**src/rtl/core/sjfrq_pkg.sv**
```systemverilog
// ----------------------------------------------------------------------------
// sjfrq_pkg
// types and constants of the shortest-job-first ready queue
// ----------------------------------------------------------------------------
package sjfrq_pkg;

   localparam int SLOT_W = 6;
   localparam int TIME_W = 16;
   localparam int KEY_W  = 3 * TIME_W + SLOT_W;

   // request word: slot, burst, arrival, pid, remaining from the lowest bit
   localparam int REQ_DATA_W = 72;
   // response word: slot, slice length from the lowest bit
   localparam int RSP_DATA_W = 24;

   // request kind carried on tuser
   localparam logic CMD_ARRIVE   = 1'b0;
   localparam logic CMD_DISPATCH = 1'b1;

   // queue entry; the sort key occupies the upper bits so that one unsigned
   // compare of the key orders burst, then arrival, then pid, then slot
   typedef struct packed {
      logic [TIME_W-1:0] burst;
      logic [TIME_W-1:0] arrival;
      logic [TIME_W-1:0] pid;
      logic [SLOT_W-1:0] slot;
      logic [TIME_W-1:0] remaining;
   } entry_type;

endpackage

```
**src/rtl/core/shortest_job_first_ready_queue_core.sv**
```systemverilog
// ----------------------------------------------------------------------------
// shortest_job_first_ready_queue_core
// ready queue of a non-preemptive shortest-job-first scheduler
// ----------------------------------------------------------------------------
// arrival: written on acceptance into an empty queue, dropped when full,
//   otherwise placed by the insertion shift (one memory read and write per
//   moved entry); a dispatch registers its response word from the head if any
// throughput: one word at a time; a dispatch holds the input until its reply
//   is registered, an arrival for the insertion shift, one entry per cycle
// reset: synchronous, clears the fill count, head pointer and state; the
//   entry memory is not cleared, only entries inside the live window are read
// ----------------------------------------------------------------------------
module shortest_job_first_ready_queue_core #(
   parameter int MAX_PROCS = 64
) (
   input  logic                               clock,
   input  logic                               reset,
   // request channel
   input  logic                               req_tvalid,
   output logic                               req_tready,
   // slot[5:0], expected_burst[21:6], arrival_time[37:22], proc_pid[53:38],
   // remaining_time[69:54], zero fill above
   input  logic [sjfrq_pkg::REQ_DATA_W-1:0]   req_tdata,
   // cmd[0]: 0 arrival, 1 dispatch
   input  logic                               req_tuser,
   // response channel
   output logic                               rsp_tvalid,
   input  logic                               rsp_tready,
   // chosen_slot[5:0], slice_length[21:6], zero fill above
   output logic [sjfrq_pkg::RSP_DATA_W-1:0]   rsp_tdata,
   // found[0]
   output logic                               rsp_tuser
);
   import sjfrq_pkg::*;

   localparam int AW = (MAX_PROCS > 1) ? $clog2(MAX_PROCS) : 1;
   localparam int CW = $clog2(MAX_PROCS + 1);
   localparam int SW = AW + 1;

   // the queue is kept sorted in a circular buffer: the head is always the
   // best entry, so a dispatch just pops it; an arrival is placed by shifting
   // larger entries one place towards the tail, walking back from the tail
   typedef enum logic [2:0] {
      ST_IDLE,
      ST_SHIFT,
      ST_PLACE,
      ST_POP,
      ST_NONE
   } state_type;

   state_type         state_ff, state_in;
   logic [CW-1:0]     count_ff, count_in;
   logic [AW-1:0]     head_ff, head_in;
   logic [AW-1:0]     pos_ff, pos_in;      // write target of the shift
   logic [CW-1:0]     left_ff, left_in;    // entries still to compare
   entry_type         new_ff, new_in;
   logic              rsp_valid_ff, rsp_valid_in;
   logic              rsp_found_ff, rsp_found_in;
   logic [SLOT_W-1:0] rsp_slot_ff, rsp_slot_in;
   logic [TIME_W-1:0] rsp_len_ff, rsp_len_in;

   // entry memory, one write and one registered read per cycle
   entry_type         entry_mem_ff [MAX_PROCS];
   entry_type         rd_data_ff;
   logic [AW-1:0]     rd_addr;
   logic [AW-1:0]     wr_addr;
   entry_type         wr_data;
   logic              mem_we;

   entry_type         req_entry;
   logic [AW-1:0]     tail;
   logic [SW-1:0]     tail_sum;
   logic              rsp_free;
   logic              moves_down;

   function automatic logic [AW-1:0] next_idx(input logic [AW-1:0] i);
      next_idx = (i == AW'(MAX_PROCS - 1)) ? '0 : i + AW'(1);
   endfunction

   function automatic logic [AW-1:0] prev_idx(input logic [AW-1:0] i);
      prev_idx = (i == '0) ? AW'(MAX_PROCS - 1) : i - AW'(1);
   endfunction

   // unpack the request word
   always_comb begin
      req_entry.slot      = req_tdata[SLOT_W-1:0];
      req_entry.burst     = req_tdata[SLOT_W +: TIME_W];
      req_entry.arrival   = req_tdata[SLOT_W + TIME_W +: TIME_W];
      req_entry.pid       = req_tdata[SLOT_W + 2*TIME_W +: TIME_W];
      req_entry.remaining = req_tdata[SLOT_W + 3*TIME_W +: TIME_W];
   end

   // first free place after the live window, wrapped round the buffer
   assign tail_sum = SW'(head_ff) + SW'(count_ff);
   assign tail     = (tail_sum >= SW'(MAX_PROCS)) ? AW'(tail_sum - SW'(MAX_PROCS))
                                                  : AW'(tail_sum);

   // strictly larger entries move; equal keys stay ahead of the newcomer,
   // which keeps the queue order for full ties
   assign moves_down = rd_data_ff[TIME_W +: KEY_W] > new_ff[TIME_W +: KEY_W];
   assign rsp_free   = !rsp_valid_ff || rsp_tready;

   always_comb begin
      state_in     = state_ff;
      count_in     = count_ff;
      head_in      = head_ff;
      pos_in       = pos_ff;
      left_in      = left_ff;
      new_in       = new_ff;
      rsp_valid_in = rsp_valid_ff && !rsp_tready;
      rsp_found_in = rsp_found_ff;
      rsp_slot_in  = rsp_slot_ff;
      rsp_len_in   = rsp_len_ff;
      rd_addr      = head_ff;
      wr_addr      = pos_ff;
      wr_data      = new_ff;
      mem_we       = 1'b0;

      case (state_ff)
         ST_IDLE: begin
            if (req_tvalid) begin
               if (req_tuser == CMD_DISPATCH) begin
                  state_in = (count_ff == '0) ? ST_NONE : ST_POP;
               end else if (count_ff == CW'(MAX_PROCS)) begin
                  // full queue, arrival dropped
                  state_in = ST_IDLE;
               end else if (count_ff == '0) begin
                  mem_we   = 1'b1;
                  wr_addr  = tail;
                  wr_data  = req_entry;
                  count_in = count_ff + CW'(1);
               end else begin
                  new_in   = req_entry;
                  pos_in   = tail;
                  left_in  = count_ff;
                  rd_addr  = prev_idx(tail);
                  state_in = ST_SHIFT;
               end
            end
         end
         ST_SHIFT: begin
            if (moves_down) begin
               mem_we  = 1'b1;
               wr_data = rd_data_ff;
               pos_in  = prev_idx(pos_ff);
               left_in = left_ff - CW'(1);
               rd_addr = prev_idx(prev_idx(pos_ff));
               if (left_ff == CW'(1)) begin
                  state_in = ST_PLACE;
               end
            end else begin
               mem_we   = 1'b1;
               count_in = count_ff + CW'(1);
               state_in = ST_IDLE;
            end
         end
         ST_PLACE: begin
            mem_we   = 1'b1;
            count_in = count_ff + CW'(1);
            state_in = ST_IDLE;
         end
         ST_POP: begin
            // read address held on the head while the output is busy
            if (rsp_free) begin
               rsp_valid_in = 1'b1;
               rsp_found_in = 1'b1;
               rsp_slot_in  = rd_data_ff.slot;
               rsp_len_in   = rd_data_ff.remaining;
               head_in      = next_idx(head_ff);
               count_in     = count_ff - CW'(1);
               state_in     = ST_IDLE;
            end
         end
         ST_NONE: begin
            if (rsp_free) begin
               rsp_valid_in = 1'b1;
               rsp_found_in = 1'b0;
               rsp_slot_in  = '0;
               rsp_len_in   = '0;
               state_in     = ST_IDLE;
            end
         end
         default: begin
            state_in = ST_IDLE;
         end
      endcase
   end

   always_ff @(posedge clock) begin
      if (reset) begin
         state_ff     <= ST_IDLE;
         count_ff     <= '0;
         head_ff      <= '0;
         pos_ff       <= '0;
         left_ff      <= '0;
         rsp_valid_ff <= 1'b0;
      end else begin
         state_ff     <= state_in;
         count_ff     <= count_in;
         head_ff      <= head_in;
         pos_ff       <= pos_in;
         left_ff      <= left_in;
         rsp_valid_ff <= rsp_valid_in;
      end
      new_ff       <= new_in;
      rsp_found_ff <= rsp_found_in;
      rsp_slot_ff  <= rsp_slot_in;
      rsp_len_ff   <= rsp_len_in;
   end

   always_ff @(posedge clock) begin
      if (mem_we) begin
         entry_mem_ff[wr_addr] <= wr_data;
      end
      rd_data_ff <= entry_mem_ff[rd_addr];
   end

   assign req_tready = (state_ff == ST_IDLE);
   assign rsp_tvalid = rsp_valid_ff;
   assign rsp_tuser  = rsp_found_ff;
   assign rsp_tdata  = {(RSP_DATA_W - SLOT_W - TIME_W)'(0), rsp_len_ff, rsp_slot_ff};

   // fill count never passes the depth
   assert property (@(posedge clock) disable iff (reset)
      count_ff <= CW'(MAX_PROCS))
      else $error("queue fill count above depth");

   // an empty dispatch reports zeros
   assert property (@(posedge clock) disable iff (reset)
      (rsp_tvalid && !rsp_tuser) |-> (rsp_tdata == '0))
      else $error("not-found word carries data");

   // the shift never runs with nothing left to compare
   assert property (@(posedge clock) disable iff (reset)
      (state_ff == ST_SHIFT) |-> (left_ff != '0))
      else $error("shift with empty compare window");

   // an arrival into a full queue leaves the count alone
   assert property (@(posedge clock) disable iff (reset)
      (req_tvalid && req_tready && req_tuser == CMD_ARRIVE
       && count_ff == CW'(MAX_PROCS)) |=> $stable(count_ff))
      else $error("dropped arrival changed the fill count");

endmodule

```
**config.mk**
```make
export PLATFORM = sky130hd
export DESIGN_NAME = shortest_job_first_ready_queue_core
export DESIGN_NICKNAME = d
export VERILOG_FILES = /design/src/rtl/core/sjfrq_pkg.sv /design/src/rtl/core/shortest_job_first_ready_queue_core.sv
export SDC_FILE = /design/constraint.sdc
export NUM_CORES = 2
export LEC_CHECK = 0
export BUFFER_PORTS_ARGS = -buffer_cell sky130_fd_sc_hd__buf_2
export CAP_MARGIN = 25
export CORE_MARGIN = 3
export CORE_UTILIZATION = 57
export DETAILED_ROUTE_END_ITERATION = 7
export PLACE_DENSITY = 0.75
export SLEW_MARGIN = 10
export SYNTH_ARGS = -nofsm -noshare
export SYNTH_HDL_FRONTEND = slang
export SYNTH_MEMORY_MAX_BITS = 65536
export SYNTH_SLANG_ARGS = --single-unit
```
**constraint.sdc**
```tcl
create_clock -name clock -period 7.4 [get_ports clock]
set_input_delay 0.74 -clock clock [delete_from_list [all_inputs] [get_ports clock]]
set_output_delay 0.74 -clock clock [all_outputs]
set_load 0.005 [all_outputs]
```
Yosys cells after proc, flatten, opt, wreduce, memory -nomap -nowiden
Memories as Yosys holds them, arrays and structs flattened. A register that Yosys moved wholly into a read port is not among the register bits.
Cells that the tools add are included.
- equality and inequality tests: 19
- $mul: 0
- order comparisons: 2
- mux-type cells: 68
- shift-type cells: 0
- div/mod/pow operators: 0
- $add $sub $neg: 9
- bitwise logic cells: 3
- reduce and logical (&&, ||, !) cells: 20
- operators with widths (kind ; number):
    $mux 70 ; 5
    $pmux 70 s2 ; 1
    $mux 6 ; 22
    $mux 7 ; 11
    $gt 54x54->1 ; 1
    $pmux 6 s2 ; 3
    $mux 16 ; 2
    $pmux 16 s2 ; 1
    $pmux 7 s4 ; 1
    $mux 3 ; 8
    $sub 6x1->6 const B ; 4
    $logic_not 6->1 ; 3
    $ne 2x2->1 const B ; 8
    $pmux 7 s2 ; 1
    $sub 7x1->7 const B ; 2
    $mux 1 ; 10
    $pmux 3 s3 ; 1
    $add 6x7->7 ; 1
    $add 7x1->7 const B ; 1
    $eq 7x1->1 const B ; 1
    $eq 7x7->1 const B ; 1
    $ge 7x7->1 const B ; 1
    $logic_not 7->1 ; 1
    $reduce_and 7->1 ; 1
    other kinds (22) ; 30
- memories: 1
- latch bits: 0
- output and inout bits: 27
- logic and storage cells: 136
- flip-flop bits (word level): 123
- input bits: 77
- bits in read-only memories: 0
- RAM bits: 4480
- memories (name ; depth ; bits a word ; rd ports ; clocked after memory_dff ; write ports ; line ; text):
    entry_mem_ff ; 64 ; 70 ; 1 ; 1 ; 1 ; shortest_job_first_ready_queue_core.sv:63 ; entry_type entry_mem_ff [MAX_PROCS];

Depth between registers and ports, before layout
- depth in word-level cells: 10
- mapped depth: 20
- mapped depth without buffers: 15

Worst setup path after synthesis
OpenSTA, ideal clock, no wires.
- path type: register -> register
- start point: register count_ff[2]
- end point: memory entry_mem_ff[32][0] in the netlist's numbering (enable)
- clock period less this slack: 5.948 ns
- setup slack: 1.452 ns
- library setup time: 0.499 ns
- path buffers: 2
- required time: 6.901 ns
- data arrival time: 5.449 ns
- cell stages (with the launch flop): 12
- cells stage by stage: dfxtp_1 -> nor4_1 -> nand3_1 -> or2_2 -> nor3b_1 -> and2_1 -> clkbuf_1 -> clkbuf_1 -> nand2_1 -> o31ai_1 -> nand2_1 -> nor2_1
- longest elaborated chain between the ends: 8
- elaborated cells on any way between the ends: 18
- those cells by class: add/sub: 2; order compare: 1; eq/ne: 1; mux: 13; reduce/logical: 1
- RTL lines (item ; line ; text):
    start, declared ; shortest_job_first_ready_queue_core.sv:52 ; logic [CW-1:0] count_ff, count_in;
    start signal, assigned ; shortest_job_first_ready_queue_core.sv:199 ; count_ff <= count_in;
    $add 6x7->7 / $logic_not 7->1 (equally long branches) ; shortest_job_first_ready_queue_core.sv:94, shortest_job_first_ready_queue_core.sv:127 ;
    $sub 6x1->6 (tied with other cells) ; shortest_job_first_ready_queue_core.sv:95 ; assign tail = (tail_sum >= SW'(MAX_PROCS)) ? AW'(tail_sum - SW'(MAX_PROCS))
    $mux 6 / $mux 1 (equally long branches) ; shortest_job_first_ready_queue_core.sv:95, shortest_job_first_ready_queue_core.sv:124 ;
    $mux 6 / $mux 1 (equally long branches) ; shortest_job_first_ready_queue_core.sv:127, shortest_job_first_ready_queue_core.sv:122 ;
    $mux 6 / $mux 1 (equally long branches) ; shortest_job_first_ready_queue_core.sv:124, shortest_job_first_ready_queue_core.sv:121 ;
    $mux 6 / $pmux 1 s2 (equally long branches) ; shortest_job_first_ready_queue_core.sv:122, shortest_job_first_ready_queue_core.sv:119 ;
    $mux 6 / $mux 1 (equally long branches) ; shortest_job_first_ready_queue_core.sv:121, shortest_job_first_ready_queue_core.sv:212 ;
    $mux 6 / $mux 1 (equally long branches) ; shortest_job_first_ready_queue_core.sv:119, shortest_job_first_ready_queue_core.sv:213 ;
    end, declared ; shortest_job_first_ready_queue_core.sv:63 ;
Parallel ways exist; a longest one is shown, timed or not.

Worst setup path after layout
- start point: register, netlist name rd_data_ff[65]
- end point: register, netlist name rd_data_ff[34]
- longest elaborated chain between the ends: 3
- RTL lines (item ; line ; text):
    $gt 54x54->1 ; shortest_job_first_ready_queue_core.sv:100 ; assign moves_down = rd_data_ff[TIME_W +: KEY_W] > new_ff[TIME_W +: KEY_W];
    $mux 6 ; shortest_job_first_ready_queue_core.sv:142 ; if (moves_down) begin
    $pmux 6 s2 ; shortest_job_first_ready_queue_core.sv:119 ; case (state_ff)
Every way passes these cells.
A chain may end at the register's enable or synchronous reset.

==> impl_metrics.env <==
export IMPL_hold_slack_ns=0.0620
export IMPL_drt_total_wl_mm=500
export IMPL_synth_edff_count=4573
export IMPL_initial_core_util=0.575
export IMPL_tightest_slew_ns=1.18
export IMPL_clock_sinks=4673
export IMPL_skew_ns=0.0981
export IMPL_routed_via_density=7.11
export IMPL_grt_usage=0.313
export IMPL_avgSynthCellArea_sq_um=22.0
export IMPL_portBuffers=99
export IMPL_pre_cts_ws_ns=1.08
export IMPL_synth_ff_type="edfxtp_1"
export IMPL_worst_slack_ns=0.701
export IMPL_final_cell_mix="4,573 x edfxtp_1, 1,041 x mux4_2, 483 x a22oi_1"
export IMPL_mostFrequentLayoutCell="edfxtp_1"
export IMPL_yosysWarnings=0
export IMPL_dr_pass1_iters=8
export IMPL_overflow=0
export IMPL_row_count=204
export IMPL_setup_tns_ns=0
export IMPL_hold_class="in2reg"
export IMPL_syn_to_final_growth_pct=13.7
export IMPL_grt_pass1_wl_mm=701
export IMPL_power_density_nw_per_um2=385
export IMPL_clockBufferDepth=4
export IMPL_cts_buffers=439
export IMPL_gp_congestion=0.844
export IMPL_seqCellArea_sq_um=139000
export IMPL_antenna_found_initial=11
export IMPL_cap_violations=0
export IMPL_cts_tree="yes"
export IMPL_fin_nets=8816
export IMPL_cts_root_buffer="clkbuf_16"
export IMPL_fmax_mhz=149
export IMPL_routed_wl_met3_mm=75.9
export IMPL_worstPathMaxFanout=32
export IMPL_synth_seq_cells=4673
export IMPL_cts_resized=0
export IMPL_hpwl_mm=256
export IMPL_critical_path_class="reg2reg"
export IMPL_wl_met2_mm=231
export IMPL_violations="design-rule violations"
export IMPL_min_period_ns=6.70
export IMPL_rsz0062_at_grt="false"
export IMPL_wl_per_cell_um=37.9
export IMPL_antenna_left=0
export IMPL_wl_met1_mm=167
export IMPL_end_kind="register"
export IMPL_syn_cell_area_sq_um=179000
export IMPL_htree_levels=5
export IMPL_drc=2
export IMPL_core_sq_um=310000
export IMPL_maxSlewViolCount=0
export IMPL_status="complete, but fails checks"
export IMPL_total_power_w=0.0782
export IMPL_ioPinCount=104
export IMPL_multiInputGateArea_sq_um=37200
export IMPL_startpoint_type="register"
export IMPL_fillCellCount=18900
export IMPL_grt_max_degree=73
export IMPL_postCtsSetupRepairBufs=0
export IMPL_irDropWorstVdd_mv=0.323
export IMPL_cp_required_ns=8.18
export IMPL_top_layer="met5"
export IMPL_setup_violations_final=0
export IMPL_synth_distinct_cells=83
export IMPL_clkSlewWorstSetupHoldPaths_ns=0.06
export IMPL_drive_gt1_frac=0.257
export IMPL_die_area_sq_um=320000
export IMPL_worstSkewPairLatency_ns=0.97
export IMPL_yosysSeqAreaShare=0.780
export IMPL_grt_pass1_vias=92600
export IMPL_drt_iter0_drc=16500
export IMPL_die_h_um=566
export IMPL_leakage_nw=65.0
export IMPL_max_slew_margin=0.211
export IMPL_hold_viol_final=0
export IMPL_dieWidth_um=566
export IMPL_postSynth_asyncResetShare=0
export IMPL_synthCells=8118
export IMPL_critPathArrivalTime_ns=7.48
export IMPL_via_count=93700
export IMPL_period_share=0.905
through the flow:
step,cells,utilization,cell area (sq um)
3_3_place_gp,12300,0.605,188000
3_5_place_dp,12300,0.606,188000
2_1_floorplan,8119,-,179000
5_1_grt,13200,0.654,203000
6_report,13200,0.654,203000
4_1_cts,13200,0.654,203000
report_power, final:
group | leakage (nW) | total (W) | switching, W | internal, W
registers | 42.1 | 0.0342 | 0.000583 | 0.0336
clock network | 7.13 | 0.0229 | 0.00971 | 0.0131
logic | 15.8 | 0.0212 | 0.0128 | 0.00833
worst paths after layout:
path | startpoint | endpoint | slack, ns | cells past startpoint
worst max-delay path | rd_data_ff[65]$_DFF_P_ | rd_data_ff[34]$_DFF_P_ | 0.70 | 17
worst min-delay path | req_tdata[35] | new_ff[51]$_DFFE_PP_ | 0.06 | 1
worst max register to register | rd_data_ff[65]$_DFF_P_ | rd_data_ff[34]$_DFF_P_ | 0.70 | 17
worst min register to register | left_ff[1]$_SDFFE_PP0P_ | left_ff[1]$_SDFFE_PP0P_ | 0.48 | 2
logic make-up after synthesis:
group,share of synthesized area
and+or+nand+nor,0.0132
xor gates and xnor gates,0.00123
other,0.0000210
muxes,0.140
adders and majority gates,0.00527
DFF,0.780
buffers and inverters,0.0145
AOI/OAI and AO/OA,0.0458
critical path, stage by stage (launching register included):
cell and delay, ns:
dfxtp_1 0.64, ha_1 0.25, nand4_1 0.19, nor4_2 0.34
buf_4 0.27, nand3_1 0.19, nor2b_1 0.54, o211ai_1 0.45
and3_1 0.62, a31o_1 0.32, buf_4 0.21, a221oi_4 0.70
nor2_4 0.17, buf_12 0.22, buf_12 0.26, a22oi_1 0.35
a31oi_1 0.19, or4_1 0.55
synth_stat cells, drive strengths merged (8+ instances only):
cell type / instances / area [sq um]
a211oi: 12 / 90.1
a21boi: 206 / 1560
a21o: 11 / 82.6
a21oi: 64 / 324
a221o: 9 / 90.1
a222oi: 69 / 691
a22oi: 483 / 3630
a31oi: 71 / 444
and2: 29 / 181
buf: 227 / 1200
clkbuf: 226 / 848
dfxtp: 100 / 2000
edfxtp: 4573 / 137000
ha: 72 / 901
inv: 146 / 548
mux2i: 145 / 1450
mux4: 1041 / 23400
nand2: 151 / 567
nand3: 25 / 130
nand4: 17 / 113
nor2: 126 / 480
nor2b: 8 / 50.1
nor3: 17 / 95.1
o211ai: 8 / 60.1
o21ai: 35 / 179
o22a: 67 / 587
or4: 68 / 510
xnor2: 14 / 123
xor2: 11 / 96.3
cell type report:
class                   instances  area share
multi-input cells            2847       0.183
clock inverters               251      0.0131
inverters                     146     0.00271
flip-flops and latches       4673       0.686
well taps                    4120      0.0254
clock buffers                 567      0.0589
diodes                         15    0.000185
repair buffers                558      0.0298
metal layers:
layer	track usage	vias to the layer above
met5	0	-
met4	0.134	4
met3	0.0872	1417
met2	0.475	7977
met1	0.434	48600
li1	-	35700
repair_timing:
| item | 4_1_cts | 5_1_grt |
|---|---|---|
| hold buffers | 33 | 0 |
| endpoints found under the hold margin | 33 | 0 |
| endpoints found under the setup margin | 0 | 0 |
sequential cells by signal, summed over array words and instances (netlist names):
| register | flops |
|---|---|
| pos_ff | 6 |
| head_ff | 6 |
| entry_mem_ff | 4480 |
| rsp_slot_ff | 6 |
| rsp_tvalid | 1 |
| new_ff | 70 |
| state_ff | 3 |
| rsp_len_ff | 16 |
| count_ff | 7 |
| left_ff | 7 |
| rsp_tuser | 1 |
| rd_data_ff | 70 |
No activity file was read; power rests on OpenSTA's default activity.
